===== src/rtl/pifmt_pkg.sv =====
// ----------------------------------------------------------------------------
// pifmt_pkg
// types, codes and character constants shared by the integer field formatter
// ----------------------------------------------------------------------------
`default_nettype none

package pifmt_pkg;

    // conversion codes
    localparam logic [2:0] OP_SDEC = 3'd0;
    localparam logic [2:0] OP_UDEC = 3'd1;
    localparam logic [2:0] OP_HEXL = 3'd2;
    localparam logic [2:0] OP_HEXU = 3'd3;
    localparam logic [2:0] OP_CHAR = 3'd4;
    localparam logic [2:0] OP_PCT  = 3'd5;

    // field kinds after classification
    localparam logic [1:0] KIND_NONE = 2'd0;
    localparam logic [1:0] KIND_NUM  = 2'd1;
    localparam logic [1:0] KIND_CHAR = 2'd2;
    localparam logic [1:0] KIND_PCT  = 2'd3;

    // ascii
    localparam logic [7:0] CH_SPACE = 8'h20;
    localparam logic [7:0] CH_ZERO  = 8'h30;
    localparam logic [7:0] CH_MINUS = 8'h2d;
    localparam logic [7:0] CH_PLUS  = 8'h2b;
    localparam logic [7:0] CH_PCT   = 8'h25;
    localparam logic [7:0] CH_X_LO  = 8'h78;
    localparam logic [7:0] CH_X_UP  = 8'h58;
    localparam logic [7:0] CH_A_LO  = 8'h61;
    localparam logic [7:0] CH_A_UP  = 8'h41;

    // most digits of a 32-bit value in any supported radix
    localparam int DIG_MAX = 10;
    // hard cap on width and precision
    localparam int LEN_CAP = 49;

    // job queue between front and back
    localparam int QDEPTH = 4;
    localparam int QPTR_W = 2;

    typedef struct packed {
        logic [2:0]  op;
        logic [31:0] value;
        logic        left_justify;
        logic        zero_pad;
        logic        force_plus;
        logic        space_sign;
        logic        alt_form;
        logic [5:0]  width;
        logic        has_precision;
        logic [5:0]  precision;
    } conv_t;

    typedef struct packed {
        logic [7:0] out_char;
        logic       last;
    } result_t;

    // one laid-out field, ready for character emission
    typedef struct packed {
        logic [5:0]                 lead_spaces;
        logic                       has_sign;
        logic [7:0]                 sign_char;
        logic                       has_prefix;
        logic                       upper;
        logic [5:0]                 zeros;
        logic [3:0]                 ndig;
        logic [DIG_MAX-1:0][3:0]    digits;
        logic [5:0]                 trail_spaces;
        logic [5:0]                 total;
    } job_t;

    function automatic logic [7:0] digit_char(input logic [3:0] d, input logic upper);
        logic [7:0] base;
        begin
            if (d < 4'd10)
            begin
                digit_char = CH_ZERO + {4'b0, d};
            end
            else
            begin
                base = upper ? CH_A_UP : CH_A_LO;
                digit_char = base + {4'b0, d} - 8'd10;
            end
        end
    endfunction

endpackage

`default_nettype wire


===== src/rtl/pifmt_queue.sv =====
// ----------------------------------------------------------------------------
// pifmt_queue
// short job queue that decouples classification from character emission
// ----------------------------------------------------------------------------
`default_nettype none

module pifmt_queue
    import pifmt_pkg::*;
(
    input  wire logic clk,
    input  wire logic rst_n,
    input  wire logic wr_en,
    input  wire job_t wr_data,
    output logic      q_full,
    input  wire logic rd_en,
    output job_t      rd_data,
    output logic      q_empty
);

    job_t              mem [QDEPTH];
    logic [QPTR_W-1:0] wr_ptr_reg;
    logic [QPTR_W-1:0] rd_ptr_reg;
    logic [QPTR_W:0]   count_reg;
    logic              do_wr;
    logic              do_rd;

    assign q_full  = (count_reg == (QPTR_W + 1)'(QDEPTH));
    assign q_empty = (count_reg == '0);
    assign do_wr   = wr_en && !q_full;
    assign do_rd   = rd_en && !q_empty;
    assign rd_data = mem[rd_ptr_reg];

    always_ff @(posedge clk)
    begin
        if (do_wr)
        begin
            mem[wr_ptr_reg] <= wr_data;
        end
    end

    always_ff @(posedge clk or negedge rst_n)
    begin
        if (!rst_n)
        begin
            wr_ptr_reg <= '0;
            rd_ptr_reg <= '0;
            count_reg  <= '0;
        end
        else
        begin
            if (do_wr)
            begin
                wr_ptr_reg <= wr_ptr_reg + 1'b1;
            end
            if (do_rd)
            begin
                rd_ptr_reg <= rd_ptr_reg + 1'b1;
            end
            if (do_wr && !do_rd)
            begin
                count_reg <= count_reg + 1'b1;
            end
            else if (do_rd && !do_wr)
            begin
                count_reg <= count_reg - 1'b1;
            end
        end
    end

    a_count_bound: assert property (@(posedge clk) disable iff (!rst_n)
        count_reg <= (QPTR_W + 1)'(QDEPTH))
        else $error("queue count overflow");

endmodule

`default_nettype wire


===== config.mk =====
export PLATFORM = sky130hd
export DESIGN_NAME = pifmt_queue
export DESIGN_NICKNAME = d
export VERILOG_FILES = /design/src/rtl/pifmt_pkg.sv /design/src/rtl/pifmt_queue.sv
export SDC_FILE = /design/constraint.sdc
export NUM_CORES = 1
export LEC_CHECK = 0
export ABC_AREA = 0
export BUFFER_PORTS_ARGS = -buffer_cell sky130_fd_sc_hd__buf_2
export CAP_MARGIN = 20
export CORE_MARGIN = 8
export CORE_UTILIZATION = 33
export DETAILED_ROUTE_END_ITERATION = 8
export GPL_ROUTABILITY_DRIVEN = 0
export SLEW_MARGIN = 10
export SYNTH_ARGS = -nofsm -noshare
export SYNTH_HDL_FRONTEND = slang
export SYNTH_SLANG_ARGS = --single-unit

===== constraint.sdc =====
create_clock -name clk -period 3.8 [get_ports clk]
set_clock_uncertainty 0.1 [all_clocks]
set_input_delay 0.38 -clock clk [delete_from_list [all_inputs] [get_ports clk]]
set_output_delay 0.38 -clock clk [all_outputs]
set_load 0.02 [all_outputs]

# Word level (Yosys, flattened, before mapping)
# Memories as Yosys holds them, arrays and structs flattened.
# Cells that the tools add are included.
dict set report word_totals {
  regBits 7
  ram_bits 316
  inputBits 83
  output_inout_bits 81
  word_cells 23
  memories 1
}
# name depth width rd rd_clocked_by_memory_dff wr line_no
set mem_list {}
lappend mem_list {mem 4 79 1 0 1 pifmt_queue.sv:20} ;# job_t mem [QDEPTH];
dict set report classes {
  n_addsub 4
  n_eq_ne 1
  muxes 4
  reduce_logical 10
}
# op n
set op_table {}
lappend op_table {{3-bit two-way mux} 2}
lappend op_table {{2-bit by 1-bit adder with 2-bit output, second input constant} 2}
lappend op_table {{1-bit logical AND} 4}
lappend op_table {{1-bit logical NOT} 4}
lappend op_table {{3-bit by 1-bit adder with 3-bit output, second input constant} 1}
lappend op_table {{3-bit == test, second input constant} 1}
lappend op_table {{3-bit logical NOT} 1}
lappend op_table {{3-bit by 1-bit subtractor with 3-bit output, second input constant} 1}
lappend op_table {{1-bit two-way mux} 2}
lappend op_table {{2-bit nonzero test} 1}

# Longest topological paths before layout
dict set report logic_depth {
  depth_word 7
  depth_mapped 9
  mapped_depth_nobuf 8
}

# Worst setup path after synthesis
# Ideal clock, no wire load.
dict set report synth_timing {
  path_kind {register to register}
  start {register count_reg[2]}
  end {memory mem[0][0] (netlist name), enable pin}
  setup_ns 0.446
  arrival_ns 2.696
  t_required_ns 3.254
  path_slack_ns 0.558
  path_stages_with_launch 5
  n_path_buf 1
  period_less_slack_ns 3.242
  cell_sequence {dfrtp_1 -> nor3b_2 -> nor2b_1 -> buf_6 -> and2_1}
}
dict set report synth_via {
  elab_chain_len 5
}
# item line_no
set synth_rtl {}
lappend synth_rtl {{start: declaration} pifmt_queue.sv:23} ;# logic [QPTR_W:0] count_reg;
lappend synth_rtl {{start signal: assignment} pifmt_queue.sv:61} ;# count_reg <= count_reg + 1'b1;
lappend synth_rtl {{start signal: assignment} pifmt_queue.sv:65} ;# count_reg <= count_reg - 1'b1;
lappend synth_rtl {{3-bit == test} pifmt_queue.sv:27} ;# assign q_full = (count_reg == (QPTR_W + 1)'(QDEPTH));
lappend synth_rtl {{via q_full} pifmt_queue.sv:14} ;# output logic q_full,
lappend synth_rtl {{1-bit logical NOT} pifmt_queue.sv:29} ;# assign do_wr = wr_en && !q_full;
lappend synth_rtl {{1-bit logical AND} pifmt_queue.sv:29}
lappend synth_rtl {{via do_wr} pifmt_queue.sv:24} ;# logic do_wr;
lappend synth_rtl {{1-bit two-way mux} pifmt_queue.sv:35} ;# if (do_wr)
lappend synth_rtl {{1-bit two-way mux (not written as such)} pifmt_queue.sv:37} ;# mem[wr_ptr_reg] <= wr_data;
lappend synth_rtl {{end: declaration} pifmt_queue.sv:20}
# The timed path passes the listed nets, and every way through them passes these cells.

==> run_results.csv <==
group,metric,value,unit
critical_path,path_cells,"buf_12 -> mux4_2 -> buf_2",
clocking,numClockSinks,323,
critical_path,cp_num_cells,3,
clocking,cts_buffer_depth,3,
grt,gr-max-usage-layer,"met2",
floorplan,ioPinCount,164,
floorplan,coreArea,35570,µm²
min_path,whs_path_depth,1,
timing,final.min_clock_period,2.949,ns
logic_synthesis,synth.distinct_cells,20,
timing,fmax,339.0,MHz
routing,drc,0,
min_path,hold_class,"input pin to flip-flop",
clocking,cts_made_buffers,34,
critical_path,crit_start,"rd_ptr_reg[0]$_DFFE_PN0P_",
routing,vias,5551,
final_layout,final_nets,805,
timing,relSlewSlack,48.99,%
grt,grt_pass1_wl,38.00,mm
timing,post-route-period-util,77.62,%
final_layout,drive_above_1_share,42.32,%
critical_path,cpPeakStageDelay,0.79,ns
power_and_ir_drop,power.static_leakage,5.209,nW
critical_path,crit_family,"flip-flops",
logic_synthesis,syn_nets,538,
final_layout,fin_util,42.56,%
placement,placed_area,13220,µm²
power_and_ir_drop,p_per_area,799.2,nW/µm²
critical_path,cp.required,3.32,ns
logic_synthesis,syn_avg_cell_area,26.51,µm²
logic_synthesis,synth_area_leader_cell,"edfxtp_1",
grt,grtUsageTotal,11.87,%
final_layout,largest_reg_flops,316,
floorplan,die_w,205.9,µm
timing,drv_slew,0,
critical_path,r2r-start,"count_reg[2]$_DFFE_PN0P_",
grt,use_met1,15.65,%
critical_path,path_class,"flip-flop to output port",
timing,rsz0062_at_grt,"no",
logic_synthesis,yosys.area.top_type_share,79.71,%
logic_synthesis,async_reset_ff_share,2.167,%
grt,overflow,0,
clocking,clk_latency,0.50,ns
routing,wl,25.02,mm
timing,timing.final.ws_setup,0.8505,ns
grt,antenna_found_initial,3,
critical_path,cpMaxStageDelayCell,"dfrtp_4",
timing,hold_viol_final,0,
status,status,"completed",
logic_synthesis,synth_ff_type,"edfxtp_1",
critical_path,cp.buffers_inverters,2,
floorplan,start_util,33.47,%
logic_synthesis,netlist_instances,449,
timing,setup_viol,0,
logic_synthesis,yosys_register_bits,323,
critical_path,start_kind,"flip-flop",
critical_path,critical_path.max_fanout,28,
placement,dp_slack,1.159,ns
floorplan,die_y,205.9,µm
timing,setup_tns,0,ns
clocking,h-tree-depth,2,
critical_path,endpoint_kind,"output port",
routing,routedWlPerCell,20.78,µm
final_layout,layout.cells.most_common,"edfxtp_1",
logic_synthesis,yosys_warnings,0,
run,drv_cap,0,
clocking,tritoncts,"yes",
logic_synthesis,ys_top_cells_by_area,"edfxtp_1 (80%), mux4_2 (15%), dfrtp_1 (1.5%)",
clocking,clk_pin_slew,0.06,ns
logic_synthesis,ys_seq_area_share,81.18,%
final_layout,fill_cells,3075,
routing,viasPerCell,4.610,
critical_path,reg2reg_depth,4,
placement,post-dp-hpwl,16.38,mm
critical_path,cp.arrival,2.47,ns
logic_synthesis,netlist_area,11910,µm²
routing,drt_iter0_markers,336,
routing,dr.pass1.iters,4,
logic_synthesis,synth-edff-count,316,
grt,grt_max_degree,50,
floorplan,num_rows,69,
power_and_ir_drop,vdd_ir_drop_max,0.3915,mV
final_layout,fin_area,15140,µm²
routing,ant_nets,0,
grt,grt_use_met3,3.511,%
clocking,post_cts_resized,0,
clocking,root_buffer,"clkbuf_16",
final_layout,final_cell_mix,"edfxtp_1 (316), buf_2 (163), mux4_2 (79), dlygate4sd3_1 (75), clkbuf_16 (37)",
timing,worst_pin_slew,0.7652,ns
final_layout,syn_to_final_growth,27.16,%
grt,grt_pass1_vias,6125,
floorplan,dieArea,42410,µm²
grt,met2_usage,19.03,%
min_path,worstHoldStart,"wr_data[46]",
placement,port_buffers,163,
timing,whs,0.02555,ns
repair_timing:
item | 4_1_cts | 5_1_grt
buffers inserted | 0 | 0
hold buffers | 74 | 1
hold endpoints to repair | 296 | 4
endpoints found under the setup margin | 0 | 0
cell type report:
class	instances	area, µm²	share of cell area [%]
clock buffers	44	952.2	6.290
clock inverters	18	216.5	1.430
multi-input cells	103	2009	13.27
flip-flops and latches	323	9672	63.89
inverters	4	15.01	0.09918
diodes	1	2.502	0.01653
well taps	461	576.8	3.810
repair buffers	250	1694	11.19
final timing paths:
check | end | slack, ns
worst max-delay path | rd_data[14] | 0.85
worst min-delay path | mem[3][46]$_DFFE_PP_ | 0.03
worst max register to register | mem[3][54]$_DFFE_PP_ | 1.20
worst min register to register | count_reg[2]$_DFFE_PN0P_ | 0.40
max in group asynchronous | rd_ptr_reg[1]$_DFFE_PN0P_ | 3.27
min in group asynchronous | count_reg[1]$_DFFE_PN0P_ | 0.14
per-stage QoR:
stage                     std cells  power, mW
after global routing           1204      12.68
after global placement         1066      8.740
final                          1204      12.10
after CTS                      1202      12.35
after detailed placement       1066      8.844
after floorplan                 449      7.661
report_power, final:
group	internal [mW]	leakage [nW]	switching, mW	total (mW)
Sequential	4.72	2.97	0.331	5.05
Clock	2.11	0.573	1.30	3.41
Combinational	1.52	1.66	2.12	3.64
routing by layer:
layer	wire [µm]	part of all wire [%]
met1	10640	43
met2	12130	48
met3	1738	6.9
met5	22	0.088
met4	493	2.0
cells in the mapped netlist (2+ instances only):
| cell type | count |
|---|---|
| xor2_1 | 2 |
| inv_1 | 4 |
| mux4_2 | 79 |
| buf_6 | 2 |
| buf_2 | 8 |
| and2_1 | 4 |
| buf_12 | 8 |
| xnor2_1 | 4 |
| dfrtp_1 | 7 |
| edfxtp_1 | 316 |
| ha_1 | 5 |
| mux2_2 | 2 |
logic make-up after synthesis:
logic type               after synthesis  share of synthesized area (%)
multiplexers                          81                          15.13
buffers and inverters                 23                          2.028
AND/OR/NAND/NOR                       10                         0.5254
XOR/XNOR                               6                         0.4414
flip-flops                           323                          81.18
adder cells (fa/ha/maj)                6                         0.6936
(Power assumes the default switching activity.)
