**config.mk**
```make
export PLATFORM = sky130hd
export DESIGN_NAME = pifmt_back
export DESIGN_NICKNAME = d
export VERILOG_FILES = /design/src/rtl/pifmt_pkg.sv /design/src/rtl/pifmt_back.sv
export SDC_FILE = /design/constraint.sdc
export NUM_CORES = 1
export LEC_CHECK = 0
export BUFFER_PORTS_ARGS = -buffer_cell sky130_fd_sc_hd__buf_2
export CORE_ASPECT_RATIO = 0.9
export CORE_MARGIN = 2
export CORE_UTILIZATION = 40
export CTS_BUF_LIST = sky130_fd_sc_hd__clkbuf_8 sky130_fd_sc_hd__clkbuf_16
export CTS_CLUSTER_SIZE = 10
export DETAILED_ROUTE_END_ITERATION = 16
export HOLD_SLACK_MARGIN = 0.06
export MAX_ROUTING_LAYER = met4
export SYNTH_ARGS = -nofsm -noshare
export SYNTH_HDL_FRONTEND = slang
export SYNTH_SLANG_ARGS = --single-unit
```
**constraint.sdc**
```tcl
create_clock -name clk -period 4.3 [get_ports clk]
set_input_delay 0.215 -clock clk [delete_from_list [all_inputs] [get_ports clk]]
set_output_delay 0.215 -clock clk [all_outputs]
set_load 0.02 [all_outputs]
```
**src/rtl/pifmt_pkg.sv**
```systemverilog
// ----------------------------------------------------------------------------
// pifmt_pkg
// types, codes and character constants shared by the integer field formatter
// ----------------------------------------------------------------------------
`default_nettype none

package pifmt_pkg;

    // conversion codes
    localparam logic [2:0] OP_SDEC = 3'd0;
    localparam logic [2:0] OP_UDEC = 3'd1;
    localparam logic [2:0] OP_HEXL = 3'd2;
    localparam logic [2:0] OP_HEXU = 3'd3;
    localparam logic [2:0] OP_CHAR = 3'd4;
    localparam logic [2:0] OP_PCT  = 3'd5;

    // field kinds after classification
    localparam logic [1:0] KIND_NONE = 2'd0;
    localparam logic [1:0] KIND_NUM  = 2'd1;
    localparam logic [1:0] KIND_CHAR = 2'd2;
    localparam logic [1:0] KIND_PCT  = 2'd3;

    // ascii
    localparam logic [7:0] CH_SPACE = 8'h20;
    localparam logic [7:0] CH_ZERO  = 8'h30;
    localparam logic [7:0] CH_MINUS = 8'h2d;
    localparam logic [7:0] CH_PLUS  = 8'h2b;
    localparam logic [7:0] CH_PCT   = 8'h25;
    localparam logic [7:0] CH_X_LO  = 8'h78;
    localparam logic [7:0] CH_X_UP  = 8'h58;
    localparam logic [7:0] CH_A_LO  = 8'h61;
    localparam logic [7:0] CH_A_UP  = 8'h41;

    // most digits of a 32-bit value in any supported radix
    localparam int DIG_MAX = 10;
    // hard cap on width and precision
    localparam int LEN_CAP = 49;

    // job queue between front and back
    localparam int QDEPTH = 4;
    localparam int QPTR_W = 2;

    typedef struct packed {
        logic [2:0]  op;
        logic [31:0] value;
        logic        left_justify;
        logic        zero_pad;
        logic        force_plus;
        logic        space_sign;
        logic        alt_form;
        logic [5:0]  width;
        logic        has_precision;
        logic [5:0]  precision;
    } conv_t;

    typedef struct packed {
        logic [7:0] out_char;
        logic       last;
    } result_t;

    // one laid-out field, ready for character emission
    typedef struct packed {
        logic [5:0]                 lead_spaces;
        logic                       has_sign;
        logic [7:0]                 sign_char;
        logic                       has_prefix;
        logic                       upper;
        logic [5:0]                 zeros;
        logic [3:0]                 ndig;
        logic [DIG_MAX-1:0][3:0]    digits;
        logic [5:0]                 trail_spaces;
        logic [5:0]                 total;
    } job_t;

    function automatic logic [7:0] digit_char(input logic [3:0] d, input logic upper);
        logic [7:0] base;
        begin
            if (d < 4'd10)
            begin
                digit_char = CH_ZERO + {4'b0, d};
            end
            else
            begin
                base = upper ? CH_A_UP : CH_A_LO;
                digit_char = base + {4'b0, d} - 8'd10;
            end
        end
    endfunction

endpackage

`default_nettype wire

```
**src/rtl/pifmt_back.sv**
```systemverilog
// ----------------------------------------------------------------------------
// pifmt_back
// walks a laid-out field and emits one character per cycle into an output
// register, holding while an unpopped character sits there
// ----------------------------------------------------------------------------
`default_nettype none

module pifmt_back
    import pifmt_pkg::*;
(
    input  wire logic clk,
    input  wire logic rst_n,
    input  wire logic q_empty,
    input  wire job_t q_data,
    output logic      q_pop,
    output logic      empty,
    input  wire logic pop,
    output result_t   result
);

    logic [5:0] rem_reg;
    logic [5:0] lsp_reg;
    logic       sign_reg;
    logic [1:0] pfx_reg;
    logic [5:0] zeros_reg;
    logic [3:0] nd_reg;
    logic [5:0] tsp_reg;
    logic [7:0] sch_reg;
    logic       upper_reg;
    logic [DIG_MAX-1:0][3:0] dig_reg;

    logic       out_valid_reg;
    result_t    result_reg;

    logic       emit;
    logic [7:0] ch;
    logic [3:0] nd_dec;

    assign q_pop  = (rem_reg == 6'd0) && !q_empty;
    assign emit   = (rem_reg != 6'd0) && (!out_valid_reg || pop);
    assign empty  = !out_valid_reg;
    assign result = result_reg;
    assign nd_dec = nd_reg - 4'd1;

    always_comb
    begin
        if (lsp_reg != 6'd0)
        begin
            ch = CH_SPACE;
        end
        else if (sign_reg)
        begin
            ch = sch_reg;
        end
        else if (pfx_reg == 2'd2)
        begin
            ch = CH_ZERO;
        end
        else if (pfx_reg == 2'd1)
        begin
            ch = upper_reg ? CH_X_UP : CH_X_LO;
        end
        else if (zeros_reg != 6'd0)
        begin
            ch = CH_ZERO;
        end
        else if (nd_reg != 4'd0)
        begin
            ch = digit_char(dig_reg[nd_dec], upper_reg);
        end
        else
        begin
            ch = CH_SPACE;
        end
    end

    always_ff @(posedge clk or negedge rst_n)
    begin
        if (!rst_n)
        begin
            rem_reg       <= 6'd0;
            lsp_reg       <= 6'd0;
            sign_reg      <= 1'b0;
            pfx_reg       <= 2'd0;
            zeros_reg     <= 6'd0;
            nd_reg        <= 4'd0;
            tsp_reg       <= 6'd0;
            out_valid_reg <= 1'b0;
        end
        else
        begin
            if (q_pop)
            begin
                rem_reg   <= q_data.total;
                lsp_reg   <= q_data.lead_spaces;
                sign_reg  <= q_data.has_sign;
                pfx_reg   <= q_data.has_prefix ? 2'd2 : 2'd0;
                zeros_reg <= q_data.zeros;
                nd_reg    <= q_data.ndig;
                tsp_reg   <= q_data.trail_spaces;
            end
            else if (emit)
            begin
                rem_reg <= rem_reg - 6'd1;
                if (lsp_reg != 6'd0)
                begin
                    lsp_reg <= lsp_reg - 6'd1;
                end
                else if (sign_reg)
                begin
                    sign_reg <= 1'b0;
                end
                else if (pfx_reg != 2'd0)
                begin
                    pfx_reg <= pfx_reg - 2'd1;
                end
                else if (zeros_reg != 6'd0)
                begin
                    zeros_reg <= zeros_reg - 6'd1;
                end
                else if (nd_reg != 4'd0)
                begin
                    nd_reg <= nd_dec;
                end
                else if (tsp_reg != 6'd0)
                begin
                    tsp_reg <= tsp_reg - 6'd1;
                end
            end

            if (emit)
            begin
                out_valid_reg <= 1'b1;
            end
            else if (pop)
            begin
                out_valid_reg <= 1'b0;
            end
        end
    end

    always_ff @(posedge clk)
    begin
        if (q_pop)
        begin
            sch_reg   <= q_data.sign_char;
            upper_reg <= q_data.upper;
            dig_reg   <= q_data.digits;
        end
        if (emit)
        begin
            result_reg.out_char <= ch;
            result_reg.last     <= (rem_reg == 6'd1);
        end
    end

    logic [6:0] parts_sum;

    assign parts_sum = {1'b0, lsp_reg} + {6'b0, sign_reg} + {5'b0, pfx_reg} +
                       {1'b0, zeros_reg} + {3'b0, nd_reg} + {1'b0, tsp_reg};

    a_rem_matches: assert property (@(posedge clk) disable iff (!rst_n)
        parts_sum == {1'b0, rem_reg})
        else $error("remaining count out of step with field parts");

    a_last_marked: assert property (@(posedge clk) disable iff (!rst_n)
        (emit && (rem_reg == 6'd1)) |=> (out_valid_reg && result_reg.last))
        else $error("final character not marked last");

endmodule

`default_nettype wire

```
======== Word level (Yosys, flattened, before mapping) ========
Cells that the tools add are included.
word-level totals
  output and inout bits ................... 11
  bits in registers ....................... 84
  logic and storage cells ................. 99
  input port bits ......................... 83
operators by class
  reduce and logical (&&, ||, !) cells .... 22
  add/sub/neg operators ................... 8
  $lt $le $gt $ge ......................... 2
  equality and inequality tests ........... 7
  muxes and demuxes ....................... 39
operators by type and width
  kind                 count
  $mux 6               13
  $mux 8               6
  $mux 4               8
  $reduce_bool 6->1    3
  $sub 6x1->6 const B  3
  $bmux 4 s4           1
  $reduce_bool 2->1    7
  $mux 2               6
  $add 7x4->8          1
  $ne 2x2->1 const B   4
  $sub 8x4->8 const B  1
  $add 6x4->7 const A  1
  $eq 6x1->1 const B   1
  $logic_not 6->1      1
  $reduce_and 6->1     1
  $lt 4x5->1 const B   1
  $mux 1               5
  $reduce_and 5->1     1
  $lt 4x4->1 const B   1
  $reduce_and 2->1     2
  $reduce_and 4->1     1
  $reduce_bool 4->1    1
  $sub 4x1->4 const B  1
  $eq 2x1->1 const B   1
  5 further kinds      7

======== Logic depth before layout (Yosys ltp) ========
  depth in word-level cells ............... 11
  mapped depth ............................ 12
  depth with buffers taken out ............ 11

======== Least setup slack after synthesis ========
No wires, ideal clock.
  path type ............................... reg-to-reg
  from .................................... reg rem_reg[0]
  to ...................................... reg dig_reg[0] in the netlist's numbering (enable)
  buffers on the path ..................... 3
  setup slack ............................. 0.589 ns
  data required time ...................... 3.860 ns
  stages on the path, launching flop included .. 10
  arrival ................................. 3.271 ns
  clock period less this slack ............ 3.711 ns
  library setup time ...................... 0.440 ns
  cell sequence ........................... dfrtp_1 inv_1 ha_1 nor3b_1 nand2_1 or2_2 clkbuf_1 inv_1 buf_2 buf_1
on the way
  word-level cells in the longest chain between the ends .. 2
ends and longest elaborated chain
  item                      line               text
  start: declaration        pifmt_back.sv:21   logic [5:0] rem_reg;
  start signal: assignment  pifmt_back.sv:94   rem_reg <= q_data.total;
  start signal: assignment  pifmt_back.sv:104  rem_reg <= rem_reg - 6'd1;
  $logic_not 6->1           pifmt_back.sv:39   assign q_pop = (rem_reg == 6'd0) && !q_empty;
  $logic_and 1x1->1         pifmt_back.sv:39
  via q_pop                 pifmt_back.sv:15   output logic q_pop,
  end signal: assignment    pifmt_back.sv:148  dig_reg <= q_data.digits;
  end: declaration          pifmt_back.sv:30   logic [DIG_MAX-1:0][3:0] dig_reg;
The timed path passes the listed nets, and every way through them passes these cells.
A chain may end at the register's enable or synchronous reset.

======== Worst setup path in the final report ========
  from .................................... reg nd_reg[0]
  to ...................................... reg result_reg, in the netlist result[3] (data pin)
on the way
  word-level cells in the longest chain between the ends .. 11
  elaborated cells between the ends (all ways) .. 14
  those cells by class .................... add/sub: 4; order compare: 1; mux: 8; reduce/logical: 1
ends and longest elaborated chain
  item                          line               text
  start: declaration            pifmt_back.sv:26   logic [3:0] nd_reg;
  start signal: assignment      pifmt_back.sv:99   nd_reg <= q_data.ndig;
  start signal: assignment      pifmt_back.sv:123  nd_reg <= nd_dec;
  $sub 4x1->4                   pifmt_back.sv:43   assign nd_dec = nd_reg - 4'd1;
  $bmux 4 s4                    pifmt_back.sv:69   ch = digit_char(dig_reg[nd_dec], upper_reg);
  $mux 4 (implied by the code)  pifmt_back.sv:69
  $add 7x4->8                   pifmt_pkg.sv:85    digit_char = base + {4'b0, d} - 8'd10;
  $sub 8x4->8                   pifmt_pkg.sv:85
  $mux 8                        pifmt_pkg.sv:78    if (d < 4'd10)
  $mux 8 (*)                    pifmt_back.sv:67   else if (nd_reg != 4'd0)
  $mux 8 (*)                    pifmt_back.sv:63   else if (zeros_reg != 6'd0)
  $mux 8 (*)                    pifmt_back.sv:59   else if (pfx_reg == 2'd1)
  $mux 8 (*)                    pifmt_back.sv:55   else if (pfx_reg == 2'd2)
  $mux 8 (*)                    pifmt_back.sv:51   else if (sign_reg)
  end: declaration              pifmt_back.sv:33   result_t result_reg;
Every way passes the cells marked *; elsewhere a longest branch is shown, timed or not. The select of a mux whose other input is x is not followed.

==> flow_summary.toml <==
[synth]
synthFlopType = "edfxtp_1"
async_flop_share = 0.310
yosys.area.top_type = "edfxtp_1"
ys_seq_area_frac = 0.595
synth-warning-count = 0
synth.top_cells.by_count = "edfxtp_1 (58), nand2_1 (32), dfrtp_1 (26)"
synth_nets = 409
synth_top_area_share = 0.434
synthDistinctLibCells = 57
yosys-top-cells-area = "edfxtp_1 (43%), dfrtp_1 (16%), mux4_2 (3.9%), ha_1 (3.1%), nand2_1 (3.0%)"
synth_seq_cells = 84
netlist_area_sq_mm = 0.00402
synth-edff-count = 58
yosysMostFrequentCell = "edfxtp_1"
synth_cells = 316
syn_area_per_cell_sq_um = 12.7

[clock_network]
cts_made_buffers = 9
clk_latency_ps = 370
cts_sinks = 84
cts_tree = "built"
htreeDepth = 3
clk_path_buf_depth = 2
path_clk_slew_ps = 80
post_cts_buffers = 0
cts_resized = 0
cts_root_buf = "clkbuf_8"

[floorplanning]
pin_count = 94
die_y_microns = 99.1
start_util = 0.412
core-area_sq_mm = 0.00974
rows = 34
die_x_microns = 110
fp.dieArea_sq_mm = 0.0109

[drt]
drcViolationCount = 0
dr.pass1.iters = 4
vias = 2905
routed_wl_microns = 8410
route.antenna.remaining_nets = 0
detail_route.vias_per_cell = 4.87
wl_per_cell_microns = 14.1
drtIter0Drc = 137

[hold_path]
holdPathEnd = "zeros_reg[4]"
hold_depth = 3
hp-start = "q_data[60]"
min_path_type = "in -> reg"

[sta]
hold_viol_final = 0
worst-slew-pin-transition_ps = 620
finalSetupViolCount = 0
drv_slew = 0
slew-limit-headroom = 0.587
rsz0062_at_grt = "no"
finClkSkew_ps = 10.3
clock.fmax_mhz = 320
tns_ps = 0
finalCriticalPeriod_ps = 3130
period_share = 0.727

[critical_path]
rrSetupSlack_ps = 1170
r2r_end = "result[3]"
timing.rr.start = "nd_reg[0]"
critPathKind = "reg -> reg"
cp.required_ps = 4430
cp-start-kind = "register"
worstSetupEndpointType = "register"
cp-startpoint = "nd_reg[0]"
path_max_fanout = 16
r2r_cells = 10
critical_path_arrival_ps = 3250

[global_route]
grt_start_max_net_pins = 75
antenna_found_initial = 0
grt_pass1_wl_microns = 13900
track_usage = 0.174
grt_pass1_vias = 2955
globalRouteOverflowTotal = 0

[finish]
antenna_cells = 0
drive_gt1_frac = 0.287
finalInstanceArea_sq_mm = 0.00542
largest_reg_flops = 40
areaGrowthSynthToFinish_pct = 34.9
nNetsFinal = 558

[placed_design]
port-buffer-count = 87
dp_hpwl_microns = 5480
dpl_cell_area_sq_mm = 0.00459
gp_congestion = 0.900

[power]
p_total_mw = 3.11
pwr_density_cell_mw_per_mm2 = 574
ir_worst_vdd_uv = 304
leakage_nw = 2.16

[job]
cap_violations = 0

[run_status]
status = "complete, no violations"
metrics by stage:
step,util,hold WS [ps],worst slack [ps],instances
2_1_floorplan,-,-80.6,589,316
3_3_place_gp,0.471,262,1130,520
3_5_place_dp,0.471,272,1150,520
4_1_cts,0.556,61.6,1120,596
5_1_grt,0.556,68.3,894,596
6_report,0.556,77.1,1170,596
final cells by class:
class | count | area, sq um
inverters | 21 | 78.8
fillers | 811 | 4320
clock inverters | 7 | 104
well taps | 126 | 158
clock buffers | 9 | 124
multi-input cells | 200 | 1500
flip-flops and latches | 84 | 2390
repair buffers | 149 | 1060
worst max path at each step:
stage,endpoint,cells after the start,slack (ps)
detailed placement,result[3],10,1150
finish,result[3],10,1170
CTS,result[3],10,1120
floorplan,dig_reg[0],9,590
global placement,result[3],10,1130
global route,result[3],10,890
where the power goes:
group	leakage, nW	internal (mW)	switching (mW)
clock	0.115	0.336	0.301
combinational	1.20	0.598	0.701
sequential	0.841	1.03	0.143
cell usage in the layout (no fill, tap or decap), types with 3 or more instances in the layout:
| master | instances |
|---|---|
| nand2_1 | 32 |
| clkbuf_8 | 9 |
| o21ai_1 | 10 |
| o21ai_0 | 12 |
| inv_6 | 4 |
| xnor2_1 | 7 |
| ha_1 | 10 |
| xor2_1 | 5 |
| nand3_1 | 7 |
| nor2b_1 | 3 |
| edfxtp_1 | 58 |
| nor3_1 | 9 |
| a22o_1 | 3 |
| dfrtp_1 | 26 |
| and3_1 | 6 |
| mux4_2 | 7 |
| o211ai_1 | 3 |
| nor2_1 | 19 |
| a21oi_1 | 10 |
| inv_1 | 19 |
| dlygate4sd3_1 | 60 |
| mux2i_1 | 10 |
| buf_2 | 87 |
routing by layer:
| metal | vias up | track usage | share of wire |
|---|---|---|---|
| li1 | 1466 | - | - |
| met1 | 1357 | 0.218 | 0.45 |
| met2 | 74 | 0.272 | 0.49 |
| met3 | 8 | 0.0589 | 0.052 |
| met4 | 0 | 0.0428 | 0.0089 |
| met5 | - | - | 0 |
repair_timing:
item	4_1_cts	5_1_grt
hold buffers	60	0
endpoints found under the setup margin	0	0
endpoints found under the hold margin	85	0
worst max-delay path, cell delays in order, from the launching register on:
cell and delay, ps:
dfrtp_1 330, buf_4 250, inv_1 110, ha_1 640, mux4_2 570, nor2_1 170
o31a_4 230, ha_1 220, a21o_1 120, o21ai_1 60, a22o_1 190
cells by family after synthesis:
logic type      after synthesis  synth area share
fa+ha+maj                    10            0.0311
mux                          19            0.0698
simple gates                 93             0.123
buf+inv                      32            0.0315
xor+xnor                     13            0.0330
compound gates               65             0.116
flops                        84             0.595
Power figures use the tool's default switching activity.
